==> src/rtl/core/assert_macros.svh <==
// Assertion macros shared by the core modules.
// Each expects signals named clk and arst_n in the using module.
`ifndef ASSERT_MACROS_SVH
`define ASSERT_MACROS_SVH

// The condition holds at every clock edge outside reset.
`define ASSERT_ALWAYS(label, cond, msg) \
	label: assert property (@(posedge clk) disable iff (!arst_n) (cond)) else $error(msg);

// The consequent holds in the same cycle as the antecedent.
`define ASSERT_IMPLIES(label, ante, cons, msg) \
	label: assert property (@(posedge clk) disable iff (!arst_n) (ante) |-> (cons)) \
		else $error(msg);

// The consequent holds in the cycle after the antecedent.
`define ASSERT_NEXT(label, ante, cons, msg) \
	label: assert property (@(posedge clk) disable iff (!arst_n) (ante) |=> (cons)) \
		else $error(msg);

`endif

==> src/rtl/core/tlna_pkg.sv <==
package tlna_pkg;

	localparam int NUMBER_WIDTH = 6;
	localparam int DIGIT_W      = 4;

	localparam int BYTE_W      = 8;
	localparam int CFG_INDEX_W = 8;
	localparam int CFG_DATA_W  = 8;

	// Output slots of one run: the digits, then tab, dollar, caret, final byte.
	localparam int SLOT_COUNT = NUMBER_WIDTH + 4;
	localparam int SLOT_W     = $clog2(SLOT_COUNT);

	localparam logic [SLOT_W-1:0] SLOT_FIRST_DIGIT = '0;
	localparam logic [SLOT_W-1:0] SLOT_TAB         = SLOT_W'(NUMBER_WIDTH);
	localparam logic [SLOT_W-1:0] SLOT_DOLLAR      = SLOT_W'(NUMBER_WIDTH + 1);
	localparam logic [SLOT_W-1:0] SLOT_CARET       = SLOT_W'(NUMBER_WIDTH + 2);
	localparam logic [SLOT_W-1:0] SLOT_BYTE        = SLOT_W'(NUMBER_WIDTH + 3);

	localparam logic [BYTE_W-1:0] CHAR_NL     = 8'h0A;
	localparam logic [BYTE_W-1:0] CHAR_TAB    = 8'h09;
	localparam logic [BYTE_W-1:0] CHAR_SPACE  = 8'h20;
	localparam logic [BYTE_W-1:0] CHAR_DOLLAR = 8'h24;
	localparam logic [BYTE_W-1:0] CHAR_CARET  = 8'h5E;
	localparam logic [BYTE_W-1:0] CHAR_I      = 8'h49;
	localparam logic [BYTE_W-1:0] CHAR_ZERO   = 8'h30;

	localparam logic [CFG_INDEX_W-1:0] REG_MARK_LINE_ENDS       = 8'd0;
	localparam logic [CFG_INDEX_W-1:0] REG_NUMBER_NONBLANK_ONLY = 8'd1;
	localparam logic [CFG_INDEX_W-1:0] REG_NUMBER_ALL_LINES     = 8'd2;
	localparam logic [CFG_INDEX_W-1:0] REG_SHOW_TAB_MARKS       = 8'd3;

	// Index 0 is the most significant digit.
	typedef logic [NUMBER_WIDTH-1:0][DIGIT_W-1:0] digits_t;

	localparam digits_t DIGITS_ONE = {DIGIT_W'(1), {((NUMBER_WIDTH - 1) * DIGIT_W){1'b0}}};

	typedef struct packed {
		digits_t                 digits;
		logic [NUMBER_WIDTH-1:0] blank;
		logic                    line_start;
	} count_view_t;

	typedef struct packed {
		logic [BYTE_W-1:0]       text_byte;
		logic                    numbered;
		logic                    dollar;
		logic                    tab_mark;
		digits_t                 digits;
		logic [NUMBER_WIDTH-1:0] blank;
	} item_t;

endpackage

==> src/rtl/core/tlna_in_if.sv <==
interface tlna_in_if;
	logic                           valid;
	logic                           ready;
	logic [tlna_pkg::BYTE_W-1:0]    text_byte;
	logic                           file_start;

	modport source (output valid, output text_byte, output file_start, input ready);
	modport sink (input valid, input text_byte, input file_start, output ready);
endinterface

==> src/rtl/core/tlna_out_if.sv <==
interface tlna_out_if;
	logic                           valid;
	logic                           ready;
	logic [tlna_pkg::BYTE_W-1:0]    out_byte;
	logic                           run_last;

	modport source (output valid, output out_byte, output run_last, input ready);
	modport sink (input valid, input out_byte, input run_last, output ready);
endinterface

==> src/rtl/core/tlna_cfg_if.sv <==
interface tlna_cfg_if;
	logic                              valid;
	logic                              ready;
	logic [tlna_pkg::CFG_INDEX_W-1:0]  index;
	logic [tlna_pkg::CFG_DATA_W-1:0]   data;

	modport source (output valid, output index, output data, input ready);
	modport sink (input valid, input index, input data, output ready);
endinterface

==> src/rtl/core/tlna_counter.sv <==
`include "assert_macros.svh"

module tlna_counter (
	input  logic                        clk,
	input  logic                        arst_n,
	input  logic                        accept,
	input  logic [tlna_pkg::BYTE_W-1:0] text_byte,
	input  logic                        file_start,
	input  logic                        number_nonblank_only,
	output tlna_pkg::count_view_t       view
);

	tlna_pkg::digits_t digits_q;
	logic              at_line_start_q;
	tlna_pkg::digits_t digits_eff;
	logic              line_start_eff;
	logic              is_nl;
	logic              digits_ok;

	function automatic tlna_pkg::digits_t bcd_next(tlna_pkg::digits_t d);
		tlna_pkg::digits_t r;
		logic              carry;
		logic              sat;
		r     = d;
		carry = 1'b1;
		sat   = 1'b1;
		for (int i = 0; i < tlna_pkg::NUMBER_WIDTH; i++) begin
			if (d[i] != 4'd9) begin
				sat = 1'b0;
			end
		end
		for (int i = tlna_pkg::NUMBER_WIDTH - 1; i >= 0; i--) begin
			if (carry) begin
				if (d[i] >= 4'd9) begin
					r[i] = 4'd0;
				end else begin
					r[i]  = d[i] + 4'd1;
					carry = 1'b0;
				end
			end
		end
		if (sat) begin
			r = d;
		end
		return r;
	endfunction

	// A new file restarts the count and opens a line before this byte is seen.
	assign digits_eff     = file_start ? tlna_pkg::DIGITS_ONE : digits_q;
	assign line_start_eff = file_start | at_line_start_q;
	assign is_nl          = (text_byte == tlna_pkg::CHAR_NL);

	always_comb begin
		logic lead;
		lead            = 1'b1;
		view.digits     = digits_eff;
		view.line_start = line_start_eff;
		for (int i = 0; i < tlna_pkg::NUMBER_WIDTH; i++) begin
			lead          = lead & (digits_eff[i] == 4'd0);
			view.blank[i] = lead && (i != tlna_pkg::NUMBER_WIDTH - 1);
		end
	end

	always_ff @(posedge clk or negedge arst_n) begin
		if (!arst_n) begin
			digits_q        <= tlna_pkg::DIGITS_ONE;
			at_line_start_q <= 1'b1;
		end else if (accept) begin
			if (is_nl) begin
				// In nonblank mode a blank line is left unnumbered and does not advance the count.
				if (!(number_nonblank_only && line_start_eff)) begin
					digits_q <= bcd_next(digits_eff);
				end else begin
					digits_q <= digits_eff;
				end
				at_line_start_q <= 1'b1;
			end else begin
				digits_q        <= digits_eff;
				at_line_start_q <= 1'b0;
			end
		end
	end

	always_comb begin
		digits_ok = 1'b1;
		for (int i = 0; i < tlna_pkg::NUMBER_WIDTH; i++) begin
			if (digits_q[i] > 4'd9) begin
				digits_ok = 1'b0;
			end
		end
	end

	`ASSERT_ALWAYS(a_digits_bcd, digits_ok, "line count holds a digit above nine")
	`ASSERT_NEXT(a_file_restart, accept && file_start && !is_nl, digits_q == tlna_pkg::DIGITS_ONE && !at_line_start_q, "new file did not restart the count")

endmodule

==> src/rtl/core/tlna_emitter.sv <==
`include "assert_macros.svh"

module tlna_emitter (
	input  logic                        clk,
	input  logic                        arst_n,
	input  logic                        in_load,
	input  tlna_pkg::item_t             item,
	output logic                        in_ready,
	input  logic                        out_ready,
	output logic                        out_valid,
	output logic [tlna_pkg::BYTE_W-1:0] out_byte,
	output logic                        run_last
);

	logic                        valid_s1;
	tlna_pkg::item_t             item_s1;
	logic [tlna_pkg::SLOT_W-1:0] pos_s1;

	logic                        out_valid_q;
	logic [tlna_pkg::BYTE_W-1:0] out_byte_q;
	logic                        out_last_q;

	logic                        out_load;
	logic                        emit_last;
	logic [tlna_pkg::BYTE_W-1:0] slot_byte;

	// Slot after the number (or the first slot of an unnumbered run).
	function automatic logic [tlna_pkg::SLOT_W-1:0] after_number(tlna_pkg::item_t it);
		if (it.dollar) begin
			return tlna_pkg::SLOT_DOLLAR;
		end else if (it.tab_mark) begin
			return tlna_pkg::SLOT_CARET;
		end else begin
			return tlna_pkg::SLOT_BYTE;
		end
	endfunction

	function automatic logic [tlna_pkg::SLOT_W-1:0] start_slot(tlna_pkg::item_t it);
		return it.numbered ? tlna_pkg::SLOT_FIRST_DIGIT : after_number(it);
	endfunction

	function automatic logic [tlna_pkg::SLOT_W-1:0] next_slot(
		logic [tlna_pkg::SLOT_W-1:0] pos,
		tlna_pkg::item_t             it
	);
		priority if (pos < tlna_pkg::SLOT_TAB) begin
			return pos + 1'b1;
		end else if (pos == tlna_pkg::SLOT_TAB) begin
			return after_number(it);
		end else if (pos == tlna_pkg::SLOT_DOLLAR) begin
			return it.tab_mark ? tlna_pkg::SLOT_CARET : tlna_pkg::SLOT_BYTE;
		end else begin
			return tlna_pkg::SLOT_BYTE;
		end
	endfunction

	always_comb begin
		logic [tlna_pkg::DIGIT_W-1:0] digit;
		logic                         blank;
		digit = '0;
		blank = 1'b0;
		for (int i = 0; i < tlna_pkg::NUMBER_WIDTH; i++) begin
			if (pos_s1 == tlna_pkg::SLOT_W'(i)) begin
				digit = item_s1.digits[i];
				blank = item_s1.blank[i];
			end
		end
		priority if (pos_s1 < tlna_pkg::SLOT_TAB) begin
			slot_byte = blank ? tlna_pkg::CHAR_SPACE
				: (tlna_pkg::CHAR_ZERO | {{(tlna_pkg::BYTE_W - tlna_pkg::DIGIT_W){1'b0}}, digit});
		end else if (pos_s1 == tlna_pkg::SLOT_TAB) begin
			slot_byte = tlna_pkg::CHAR_TAB;
		end else if (pos_s1 == tlna_pkg::SLOT_DOLLAR) begin
			slot_byte = tlna_pkg::CHAR_DOLLAR;
		end else if (pos_s1 == tlna_pkg::SLOT_CARET) begin
			slot_byte = tlna_pkg::CHAR_CARET;
		end else begin
			slot_byte = item_s1.tab_mark ? tlna_pkg::CHAR_I : item_s1.text_byte;
		end
	end

	assign out_load  = valid_s1 && (!out_valid_q || out_ready);
	assign emit_last = (pos_s1 == tlna_pkg::SLOT_BYTE);
	// The stage takes a new word when empty or in the cycle its last byte moves out.
	assign in_ready  = !valid_s1 || (out_load && emit_last);

	always_ff @(posedge clk or negedge arst_n) begin
		if (!arst_n) begin
			valid_s1 <= 1'b0;
			pos_s1   <= '0;
		end else if (in_load) begin
			valid_s1 <= 1'b1;
			pos_s1   <= start_slot(item);
		end else if (out_load && emit_last) begin
			valid_s1 <= 1'b0;
		end else if (out_load) begin
			pos_s1 <= next_slot(pos_s1, item_s1);
		end
	end

	always_ff @(posedge clk) begin
		if (in_load) begin
			item_s1 <= item;
		end
	end

	always_ff @(posedge clk or negedge arst_n) begin
		if (!arst_n) begin
			out_valid_q <= 1'b0;
		end else if (out_load) begin
			out_valid_q <= 1'b1;
		end else if (out_ready) begin
			out_valid_q <= 1'b0;
		end
	end

	always_ff @(posedge clk) begin
		if (out_load) begin
			out_byte_q <= slot_byte;
			out_last_q <= emit_last;
		end
	end

	assign out_valid = out_valid_q;
	assign out_byte  = out_byte_q;
	assign run_last  = out_last_q;

	`ASSERT_NEXT(a_pos_hold, valid_s1 && !out_load, valid_s1 && $stable(pos_s1), "run position moved while output was full")
	`ASSERT_NEXT(a_run_done, out_load && emit_last && !in_load, !valid_s1, "stage still busy after its last byte")
	`ASSERT_IMPLIES(a_load_free, in_load, !valid_s1 || emit_last, "new word loaded over an unfinished run")

endmodule

==> src/rtl/core/text_line_number_annotator_core.sv <==
// Channel  Role    Payload                         Handshake
// in_ch    sink    text_byte[7:0], file_start      valid/ready
// out_ch   source  out_byte[7:0], run_last         valid/ready
// cfg_ch   sink    index[7:0], data[7:0] (bit 0)   valid/ready, ready always high
//
// Each input word becomes a run of output bytes, one byte per cycle unless stalled:
// one for an ordinary byte, two for a tab shown as caret-I, one more for a dollar
// mark and NUMBER_WIDTH + 1 more for a line number, so that a run is at most
// NUMBER_WIDTH + 3 bytes. The run register takes a new word in the cycle its last
// byte enters the output register, so ordinary bytes stream at one per cycle unless
// stalled. A stalled output holds the run register and the input. Reset clears the
// count to one, opens a line and clears all four configuration bits.

module text_line_number_annotator_core (
	input  logic              clk,
	input  logic              arst_n,
	tlna_in_if.sink           in_ch,
	tlna_out_if.source        out_ch,
	tlna_cfg_if.sink          cfg_ch
);

	logic                  mark_line_ends_q;
	logic                  number_nonblank_only_q;
	logic                  number_all_lines_q;
	logic                  show_tab_marks_q;

	logic                  in_load;
	logic                  is_nl;
	tlna_pkg::count_view_t view;
	tlna_pkg::item_t       item;

	assign cfg_ch.ready = 1'b1;

	always_ff @(posedge clk or negedge arst_n) begin
		if (!arst_n) begin
			mark_line_ends_q       <= 1'b0;
			number_nonblank_only_q <= 1'b0;
			number_all_lines_q     <= 1'b0;
			show_tab_marks_q       <= 1'b0;
		end else if (cfg_ch.valid) begin
			unique case (cfg_ch.index)
				tlna_pkg::REG_MARK_LINE_ENDS:       mark_line_ends_q       <= cfg_ch.data[0];
				tlna_pkg::REG_NUMBER_NONBLANK_ONLY: number_nonblank_only_q <= cfg_ch.data[0];
				tlna_pkg::REG_NUMBER_ALL_LINES:     number_all_lines_q     <= cfg_ch.data[0];
				tlna_pkg::REG_SHOW_TAB_MARKS:       show_tab_marks_q       <= cfg_ch.data[0];
				default: begin
				end
			endcase
		end
	end

	assign in_load = in_ch.valid && in_ch.ready;
	assign is_nl   = (in_ch.text_byte == tlna_pkg::CHAR_NL);

	tlna_counter u_counter (
		.clk                  (clk),
		.arst_n               (arst_n),
		.accept               (in_load),
		.text_byte            (in_ch.text_byte),
		.file_start           (in_ch.file_start),
		.number_nonblank_only (number_nonblank_only_q),
		.view                 (view)
	);

	// Nonblank numbering overrides numbering of all lines.
	assign item.text_byte = in_ch.text_byte;
	assign item.numbered  = view.line_start
		&& (number_nonblank_only_q ? !is_nl : number_all_lines_q);
	assign item.dollar    = is_nl && mark_line_ends_q;
	assign item.tab_mark  = (in_ch.text_byte == tlna_pkg::CHAR_TAB) && show_tab_marks_q;
	assign item.digits    = view.digits;
	assign item.blank     = view.blank;

	tlna_emitter u_emitter (
		.clk       (clk),
		.arst_n    (arst_n),
		.in_load   (in_load),
		.item      (item),
		.in_ready  (in_ch.ready),
		.out_ready (out_ch.ready),
		.out_valid (out_ch.valid),
		.out_byte  (out_ch.out_byte),
		.run_last  (out_ch.run_last)
	);

endmodule

==> src/flat_wrapper.sv <==
// flat-port wrapper written by rule: the top's interface ports become plain ports
module text_line_number_annotator_core_flat 
  (clk, arst_n, in_ch_valid, in_ch_text_byte, in_ch_file_start, in_ch_ready, out_ch_valid, out_ch_out_byte, out_ch_run_last, out_ch_ready, cfg_ch_valid, cfg_ch_index, cfg_ch_data, cfg_ch_ready);
  tlna_in_if in_ch_i ();
  tlna_out_if out_ch_i ();
  tlna_cfg_if cfg_ch_i ();
  input  logic clk;
  input  logic arst_n;
  input wire logic [$bits(in_ch_i.valid)-1:0] in_ch_valid;
  input wire logic [$bits(in_ch_i.text_byte)-1:0] in_ch_text_byte;
  input wire logic [$bits(in_ch_i.file_start)-1:0] in_ch_file_start;
  output wire logic [$bits(in_ch_i.ready)-1:0] in_ch_ready;
  output wire logic [$bits(out_ch_i.valid)-1:0] out_ch_valid;
  output wire logic [$bits(out_ch_i.out_byte)-1:0] out_ch_out_byte;
  output wire logic [$bits(out_ch_i.run_last)-1:0] out_ch_run_last;
  input wire logic [$bits(out_ch_i.ready)-1:0] out_ch_ready;
  input wire logic [$bits(cfg_ch_i.valid)-1:0] cfg_ch_valid;
  input wire logic [$bits(cfg_ch_i.index)-1:0] cfg_ch_index;
  input wire logic [$bits(cfg_ch_i.data)-1:0] cfg_ch_data;
  output wire logic [$bits(cfg_ch_i.ready)-1:0] cfg_ch_ready;
  assign in_ch_i.valid = in_ch_valid;
  assign in_ch_i.text_byte = in_ch_text_byte;
  assign in_ch_i.file_start = in_ch_file_start;
  assign in_ch_ready = in_ch_i.ready;
  assign out_ch_valid = out_ch_i.valid;
  assign out_ch_out_byte = out_ch_i.out_byte;
  assign out_ch_run_last = out_ch_i.run_last;
  assign out_ch_i.ready = out_ch_ready;
  assign cfg_ch_i.valid = cfg_ch_valid;
  assign cfg_ch_i.index = cfg_ch_index;
  assign cfg_ch_i.data = cfg_ch_data;
  assign cfg_ch_ready = cfg_ch_i.ready;
  text_line_number_annotator_core u_core (.clk(clk), .arst_n(arst_n), .in_ch(in_ch_i), .out_ch(out_ch_i), .cfg_ch(cfg_ch_i));
endmodule
==> config.mk <==
export PLATFORM = sky130hd
export DESIGN_NAME = text_line_number_annotator_core_flat
export DESIGN_NICKNAME = d
export VERILOG_FILES = /design/src/rtl/core/tlna_pkg.sv /design/src/rtl/core/tlna_in_if.sv /design/src/rtl/core/tlna_out_if.sv /design/src/rtl/core/tlna_cfg_if.sv /design/src/rtl/core/tlna_counter.sv /design/src/rtl/core/tlna_emitter.sv /design/src/rtl/core/text_line_number_annotator_core.sv /design/src/flat_wrapper.sv
export VERILOG_INCLUDE_DIRS = /design/src /design/src/rtl/core
export SDC_FILE = /design/constraint.sdc
export NUM_CORES = 1
export LEC_CHECK = 0
export ABC_AREA = 1
export BUFFER_PORTS_ARGS = -buffer_cell sky130_fd_sc_hd__buf_2
export CAP_MARGIN = 10
export CORE_UTILIZATION = 56
export DETAILED_ROUTE_END_ITERATION = 16
export HOLD_SLACK_MARGIN = 0.12
export PLACE_DENSITY_LB_ADDON = 0.12
export SLEW_MARGIN = 20
export SYNTH_ARGS = -nofsm -noshare
export SYNTH_HDL_FRONTEND = slang
export SYNTH_SLANG_ARGS = --single-unit
==> constraint.sdc <==
create_clock -name clk -period 3.5 [get_ports clk]
set_clock_uncertainty 0.2 [all_clocks]
set_input_delay 0.175 -clock clk [delete_from_list [all_inputs] [get_ports clk]]
set_output_delay 0.175 -clock clk [all_outputs]
set_load 0.01 [all_outputs]
# --- Word level (Yosys, flattened, before mapping) ---
# Index checks and enable logic that the tools add are counted.
op_classes:
  div: 0
  n_lt_le_gt_ge: 7
  n_bitwise: 5
  n_shift: 0
  mul: 0
  eq_ne: 21
  reduce_logical: 27
  add_sub_neg: 7
  muxes: 83
ops:
  columns: ["op", "count"]
  rows:
  - ["4-bit two-way mux", 26]
  - ["24-bit two-way mux", 4]
  - ["1-bit two-way mux", 47]
  - ["8-bit two-way mux", 5]
  - ["4-bit by 1-bit adder with 4-bit output (second input constant)", 7]
  - ["4-bit greater-or-equal comparator (second input constant)", 6]
  - ["4-bit logical NOT", 6]
  - ["4-bit inequality test (second input constant)", 6]
  - ["4-bit by 3-bit == test with 1-bit output (second input constant)", 4]
  - ["8-bit by 2-bit == test with 1-bit output (second input constant)", 2]
  - ["8-bit by 4-bit == test with 1-bit output (second input constant)", 2]
  - ["2-bit AND reduction", 5]
  - ["4-bit by 2-bit == test with 1-bit output (second input constant)", 2]
  - ["4-bit == test (second input constant)", 2]
  - ["8-bit by 1-bit == test with 1-bit output (second input constant)", 1]
  - ["8-bit logical NOT", 1]
  - ["1-bit logical AND", 7]
  - ["2-bit nonzero test", 3]
  - ["5-bit two-way mux", 1]
  - ["1-bit bitwise AND", 4]
  - ["4-bit by 1-bit == test with 1-bit output (second input constant)", 1]
  - ["4-bit by 3-bit < comparator with 1-bit output (second input constant)", 1]
  - ["1-bit logical NOT", 3]
  - ["1-bit logical OR", 2]
  - ["2 further kinds", 2]
word_totals:
  inputBits: 30
  reg_bits: 83
  mem_bits_rw: 0
  memories: 0
  romBits: 0
  latchBits: 0
  elab_cells: 176

# --- Longest topological paths before layout ---
# Gate-level depths: netlist of run 1.
depth:
  word_depth: 27
  mapped_depth: 17
  ltp_nobuf: 16

# --- By module ---
# From an unflattened synthesis of run 1, not the netlist that was laid out.
hier_totals:
  hier_cells: 633
  hier_area_um2: 5177.5
by_module_without_submodules:
  columns: ["mod", "cells_each", "n_inst", "area_per_inst_um2"]
  rows:
  - ["tlna_emitter", 213, 1, 2462.4]
  - ["tlna_counter", 352, 1, 2323.5]
  - ["text_line_number_annotator_core", 68, 1, 391.6]

# --- Worst setup path after synthesis of run 1 ---
# Ideal clock, no wire load.
synth_path:
  path_type: "register -> register"
  start: "register u_core.u_emitter.pos_s1[1] (netlist bit)"
  end: "register u_core.u_emitter.item_s1[0] (netlist bit) (enable)"
  path_stages_with_launch: 9
  n_path_buf: 2
  synth_period_minus_slack_ps: 2262
  slack_ps: 1238
  arrival_time_ps: 1703
  cell_sequence: "dfrtp_1 > inv_1 > ha_1 > buf_2 > nand3_2 > o21ai_4 > nand2_4 > clkinv_2 > buf_4"
synth_between:
  elab_chain_cells: 4
synth_rtl:
  columns: ["element", "line_no", "rtl"]
  rows:
  - ["from (decl)", "tlna_emitter.sv:17", "logic [tlna_pkg::SLOT_W-1:0] pos_s1;"]
  - ["from (signal assigned)", "tlna_emitter.sv:93", "pos_s1 <= start_slot(item);"]
  - ["from (signal assigned)", "tlna_emitter.sv:97", "pos_s1 <= next_slot(pos_s1, item_s1);"]
  - ["4-bit == test", "tlna_emitter.sv:83", "assign emit_last = (pos_s1 == tlna_pkg::SLOT_BYTE);"]
  - ["1-bit logical AND", "tlna_emitter.sv:85", "assign in_ready = !valid_s1 || (out_load && emit_last);"]
  - ["1-bit logical OR", "tlna_emitter.sv:85", null]
  - ["named net in_ch_ready", "flat_wrapper.sv:12", "output wire logic [$bits(in_ch_i.ready)-1:0] in_ch_ready;"]
  - ["1-bit logical AND", "text_line_number_annotator_core.sv:52", "assign in_load = in_ch.valid && in_ch.ready;"]
  - ["named net u_core.in_load", "text_line_number_annotator_core.sv:27", "logic in_load;"]
  - ["to (signal assigned)", "tlna_emitter.sv:103", "item_s1 <= item;"]
  - ["to (decl)", "tlna_emitter.sv:16", "tlna_pkg::item_t item_s1;"]
# The timed path passes the listed nets, and every way through them passes these cells.
# A chain may end at the register's enable or synchronous reset.

# --- Worst setup path in the final report of run 1 ---
layout_path:
  start: "input cfg_ch_index[2]"
  end: "register u_core.mark_line_ends_q"
layout_between:
  elab_chain_cells: 2
layout_rtl:
  columns: ["element", "line_no", "rtl"]
  rows:
  - ["from (decl)", "flat_wrapper.sv:18", "input wire logic [$bits(cfg_ch_i.index)-1:0] cfg_ch_index;"]
  - ["8-bit logical NOT", "text_line_number_annotator_core.sv:41", "unique case (cfg_ch.index)"]
  - ["2-bit AND reduction (no source line)", null, null]
  - ["to (signal assigned)", "text_line_number_annotator_core.sv:42", "tlna_pkg::REG_MARK_LINE_ENDS: mark_line_ends_q <= cfg_ch.data[0];"]
  - ["to (decl)", "text_line_number_annotator_core.sv:22", "logic mark_line_ends_q;"]
# No other way between the ends.

==> results of run 1 <==
[sequential cells by signal, indices dropped and copies added, names as in the netlist]
signal                            cells
u_core.mark_line_ends_q               1
u_core.number_all_lines_q             1
u_core.number_nonblank_only_q         1
u_core.show_tab_marks_q               1
u_core.u_counter.at_line_start_q      1
u_core.u_counter.digits_q            24
u_core.u_emitter.item_s1             39
u_core.u_emitter.out_byte             8
u_core.u_emitter.out_valid            1
u_core.u_emitter.pos_s1               4
u_core.u_emitter.run_last             1
u_core.u_emitter.valid_s1             1
[stage by stage]
| step | total power, mW | worst slack (ns) | hold WS [ns] | instances | utilization |
|---|---|---|---|---|---|
| 2_1_floorplan | 2.50 | 1.24 | -0.321 | 605 | - |
| 3_3_place_gp | 2.85 | 0.838 | 0.115 | 741 | 0.612 |
| 3_5_place_dp | 2.90 | 0.776 | 0.118 | 741 | 0.612 |
| 4_1_cts | 3.73 | 0.660 | 0.224 | 779 | 0.663 |
| 5_1_grt | 3.98 | 0.253 | 0.241 | 779 | 0.663 |
| 6_report | 3.73 | 0.385 | 0.226 | 779 | 0.663 |
[layout make-up]
cell class	count	area share
well taps	108	0.0233
clock buffers	9	0.0213
repair buffers	60	0.0728
multi-input cells	417	0.403
inverters	95	0.0627
clock inverters	7	0.0177
flip-flops and latches	83	0.399
[worst paths after layout]
check	cells after the start	to
setup / recovery	10	u_core.mark_line_ends_q
hold / removal	2	u_core.u_emitter.item_s1[17]
setup reg to reg	7	u_core.u_emitter.item_s1[18]
hold reg to reg	2	u_core.u_counter.digits_q[12]
max in group asynchronous	2	u_core.u_counter.digits_q[3]
min in group asynchronous	2	u_core.u_counter.digits_q[12]
[cell families after synthesis]
kind of cell,Yosys count,synth area share
adder cells (fa/ha/maj),23,0.0563
buffers and inverters,105,0.0879
flip-flops,83,0.454
AO/OA/AOI/OAI,66,0.0779
AND/OR/NAND/NOR,324,0.318
XOR/XNOR,3,0.00515
other,1,0.000734
[power by group through the flow]
stage	sequential, mW	clock (mW)	combinational, mW
after floorplan	1.54	0	0.960
after global placement	1.54	0	1.30
after detailed placement	1.55	0	1.35
after CTS	1.53	0.819	1.38
after global routing	1.56	0.857	1.56
final	1.53	0.812	1.38
[Yosys cell counts (all sizes together)]
master  instances  area share
nand2         157        0.13
inv            92       0.069
nor2           73       0.075
nand3          57       0.063
edfxtp         48        0.28
o21ai          38       0.041
dfrtp          33        0.16
ha             23       0.056
a21oi          13       0.016
nand4          10       0.019
or2            10       0.012
buf             9       0.016
nor3            7      0.0069
a31oi           6      0.0074
nand3b          6      0.0088
o211ai          4      0.0059
clkinv          3      0.0027
a22oi           2      0.0029
and3            2      0.0024
dfstp           2       0.010
o21a            2      0.0029
xor2            2      0.0034
a21boi          1      0.0015
and2            1      0.0017
clkbuf          1     0.00073
conb            1     0.00073
nor3b           1      0.0015
xnor2           1      0.0017
[per-layer routing]
layer	vias to the layer above	routed length (um)
met4	0	285
met3	26	843
li1	2079	-
met1	1968	5170
met2	156	5500
met5	-	0
[repair_timing]
action	CTS	global route
hold endpoints to repair	49	0
resized for setup	0	0
hold buffers	22	0
==> results.cfg, run 1 <==
[global_route]
busiest_layer = met2
grt_pass1_wl_um = 19600
grt_pass1_vias = 4137
grt_start_max_net_pins = 36
grt-ovfl-total = 0
use_met3 = 0.0518
use_met2 = 0.428
antenna_found_initial = 0
grt_usage = 0.263
gr-usage-met1 = 0.347

[cells_and_area]
layout.nets = 719
final_common_cell = nand2_1
syn_to_final_growth_pct = 13.7
drive_above_1_share = 0.191
seq_area_um2 = 2320
fill_cells = 711
insertedDiodeCount = 0
multi_input_area_um2 = 2340
fin_area_um2 = 5810
final_cell_mix = nand2_1, inv_1, nor2_1, nand3_1, edfxtp_1

[routing]
wl_um = 11800
drc = 0
drtIter0Drc = 328
vias = 4229
vias_per_cell = 5.43
dr.pass1.iters = 6
wl_per_cell_um = 15.1
final_antenna_net_count = 0

[power_and_ir_drop]
vdd_drop_max_mv = 0.395
clock_power_share = 0.218
seq_power_share = 0.411
sw_frac_of_total = 0.393
p_per_area_nw_per_um2 = 642
leakage_nw = 2.70
p_switching_mw = 1.47
power_frac_comb = 0.371
p_int_mw = 2.26

[worst_hold_path]
worstHoldStart = in_ch_file_start
min_path_type = input port to register

[setup_path]
cp_top_family = buffers and inverters
cp.arrival_ns = 3.22
r2r_slack_ns = 0.74
crit_top_cell = dlygate4sd3_1
crit_path_start = cfg_ch_index[2]
crit_fanout = 4
required_ns = 3.61
path_cells = dlygate4sd3_1 -> buf_2 -> nor2_1 -> dlygate4sd3_1 -> inv_1 -> nor2_1 -> dlygate4sd3_1 -> a21oi_1 -> a31oi_1 -> dlygate4sd3_1
path_buf_inv = 6
end_kind = register
worstSetupPathType = input port to register
slowest_stage = dlygate4sd3_1
slowest_delay_ns = 0.62
timing.rr.start = u_core.u_emitter.pos_s1[1]
cp-start-kind = input port

[sta]
period_minus_slack_ns = 3.11
rsz0062_at_grt = false
hold_viol = 0
setup_viol = 0
drv_slew = 0
finalSetupTns_ns = 0
relSlewSlack = 0.443
period_share = 0.890
tightest_slew_ns = 0.836
max_clock_freq_mhz = 321

[die]
initial_utilization = 0.583
io-pin-count = 42
fp-row-count = 34
dieWidth_um = 97.5
die-area_um2 = 9510
die_y_um = 97.5
core-area_um2 = 8760

[clock_network]
clkSinkCount = 83
cts_setup_buffers = 0
cts-htree-levels = 3
insertion_delay_ns = 0.37
ctsRootBufferMaster = clkbuf_8
clkTransAtPathRegs_ns = 0.10
cts_tree = built
cts-buffers-inserted = 9
clock_path_buffers = 2

[place]
dpl-instance-area_um2 = 5360
dp_hpwl_um = 8540
routabilityCongestion = 0.901
port_buffers = 33

[run_status]
outcome = complete, no violations

[synthesis]
syn_inst = 605
synth_seq_area_share = 0.454
synth.distinct_cells = 50
syn_nets = 658
yosys_warnings = 0
synth_area_um2 = 5110
synth-seq-cells = 83
syn_avg_cell_area_um2 = 8.44

[run]
maxCapViolCount = 0
Power figures use the tool's default switching activity.
==> run 2, diff against run 1 <==
- ABC_AREA: 1 -> unset
==> run 2 against run 1 <==
  * Fmax rose by 9.3%
  * Sequential power fell by 12%
  * Largest cell class is now flip-flops and latches
  * Critical path depth rose by 1
  * Flip-flop and latch count did not move
  * Sequential share of layout area rose by 4.4 points
  * Combinational power fell by 43%
  * First-iteration DRC count fell by 52%
  * Die area fell by 11%
  * Final area fell by 10%
  * Critical path type is now register to register
==> results.cfg, run 2 <==
[run_status]
outcome = complete, no violations

[routing]
drc = 0
final_antenna_net_count = 0
wl_per_cell_um = 17.5
drtIter0Drc = 157
vias_per_cell = 5.93
dr.pass1.iters = 5
vias = 3608
wl_um = 10600

[synthesis]
synth_most_common_cell = nand2_1
yosys-top-cells-count = nand2_1, edfxtp_1, dfrtp_1, nor2_1, inv_1
synth.top_cells.by_area = edfxtp_1, dfrtp_1, ha_1
syn_nets = 494
synth-seq-cells = 83
syn_inst = 441
yosysTopAreaCell = edfxtp_1
synth-edff-count = 48
synth_top_area_frac = 0.317
synth.distinct_cells = 65
synth_area_um2 = 4550
synthArstFlopShare = 0.422
synth_ff_type = edfxtp_1
yosys_warnings = 0
syn_avg_cell_area_um2 = 10.3
synth_seq_area_share = 0.510

[cells_and_area]
layout.nets = 554
final_cell_mix = nand2_1, edfxtp_1, buf_2, dfrtp_1, nor2_1
drive_above_1_share = 0.156
syn_to_final_growth_pct = 15.0
top_register = u_core.u_emitter.item_s1
fin_util = 0.670
largest_reg_flops = 39
final_common_cell = nand2_1
insertedDiodeCount = 0
final_cells = 608

[place]
routabilityCongestion = 0.923
post-place-cells = 574
port_buffers = 33
dp_hpwl_um = 7680
post-place-ws_ns = 0.576

[setup_path]
timing.rr.end = u_core.u_counter.digits_q[14]
cp.arrival_ns = 2.88
required_ns = 3.53
r2r_cells = 11
end_kind = register
crit_fanout = 15
worstSetupPathType = register to register
cp-start-kind = register
r2r_slack_ns = 0.65
timing.rr.start = u_core.u_emitter.pos_s1[1]

[worst_hold_path]
worstHoldPathCells = 5
worstHoldStart = cfg_ch_index[5]
whs_endpoint = u_core.number_nonblank_only_q
min_path_type = input port to register

[die]
fp-row-count = 32
core-area_um2 = 7810
dieWidth_um = 92.1
initial_utilization = 0.582
die-area_um2 = 8480
die_y_um = 92.1
io-pin-count = 42

[sta]
drv_slew = 0
relSlewSlack = 0.439
setup_viol = 0
period_share = 0.814
hold_viol = 0
period_minus_slack_ns = 2.85
rsz0062_at_grt = false
max_clock_freq_mhz = 351
layout_setup_ws_ns = 0.651
tightest_slew_ns = 0.842
finalSetupTns_ns = 0

[power_and_ir_drop]
vdd_drop_max_mv = 0.198
p_per_area_nw_per_um2 = 531
leakage_nw = 2.17

[run]
maxCapViolCount = 0

[clock_network]
cts-buffers-inserted = 9
cts-htree-levels = 3
cts_setup_buffers = 0
ctsRootBufferMaster = clkbuf_8
insertion_delay_ns = 0.36
clock_path_buffers = 2
clkTransAtPathRegs_ns = 0.09
cts_tree = built
clkSinkCount = 83

[global_route]
grt_usage = 0.265
grt-ovfl-total = 0
grt_pass1_wl_um = 17200
grt_pass1_vias = 3607
antenna_found_initial = 0
grt_start_max_net_pins = 36
run 2: worst max-delay path: stages (launching register included):
cell	delay, ns
dfrtp_1	0.49
inv_1	0.12
ha_1	0.14
buf_4	0.20
nand3b_1	0.19
o21ai_1	0.25
nand2_1	0.12
inv_2	0.25
buf_4	0.25
nand3_1	0.17
o211ai_1	0.23
o41ai_1	0.10
run 2: logic make-up (layout without fill, tap and decap cells):
family / after synthesis / in the layout / synth area share
compound gates: 113 / 113 / 0.173
fa+ha+maj: 23 / 23 / 0.0633
buf+inv: 42 / 107 / 0.0380
flops: 83 / 83 / 0.510
mux: 6 / 6 / 0.0146
other cells: 1 / 1 / 0.000825
simple gates: 173 / 173 / 0.200
run 2: per-stage QoR:
stage	power, mW	hold slack [ns]	area [um2]
floorplan	1.86	-0.321	4550
global placement	2.11	0.120	4870
detailed placement	2.13	0.132	4870
CTS	2.79	0.127	5230
global route	2.93	0.158	5230
finish	2.77	0.157	5230
run 2: cell type report:
cell class                      count  area [um2]
Clock buffer                        9         124
Sequential cell                    83        2320
Multi-Input combinational cell    316        2050
Timing Repair Buffer               64         443
Fill cell                         629        2580
Tap cell                          102         128
Clock inverter                      7        57.6
Inverter                           27         101
run 2: worst max-delay path by stage:
stage	start	endpoint	slack [ns]	cells after the start
4_1_cts	u_core.u_emitter.pos_s1[1]	u_core.u_counter.digits_q[1]	0.67	11
6_report	u_core.u_emitter.pos_s1[1]	u_core.u_counter.digits_q[14]	0.65	11
5_1_grt	u_core.u_emitter.pos_s1[1]	u_core.u_counter.digits_q[14]	0.38	10
3_3_place_gp	in_ch_file_start	u_core.u_counter.digits_q[19]	0.63	12
2_1_floorplan	u_core.u_emitter.pos_s1[1]	u_core.u_emitter.pos_s1[1]	0.51	9
3_5_place_dp	in_ch_file_start	u_core.u_counter.digits_q[7]	0.58	11
run 2: layer usage:
metal / part of all wire / track usage / vias up
li1: - / - / 1739
met2: 0.51 / 0.470 / 102
met5: 0 / 0 / -
met4: 0.021 / 0.112 / 0
met1: 0.43 / 0.319 / 1746
met3: 0.040 / 0.0431 / 21
run 2: report_power, final:
group	leakage [nW]	total, mW	switching, mW	internal, mW
clock network	0.0886	0.646	0.378	0.269
logic	1.19	0.786	0.482	0.305
registers	0.897	1.34	0.101	1.24
run 2: repair_timing:
| action | 4_1_cts | 5_1_grt |
|---|---|---|
| endpoints found under the hold margin | 50 | 0 |
| resized for setup | 0 | 0 |
| hold buffers | 18 | 0 |
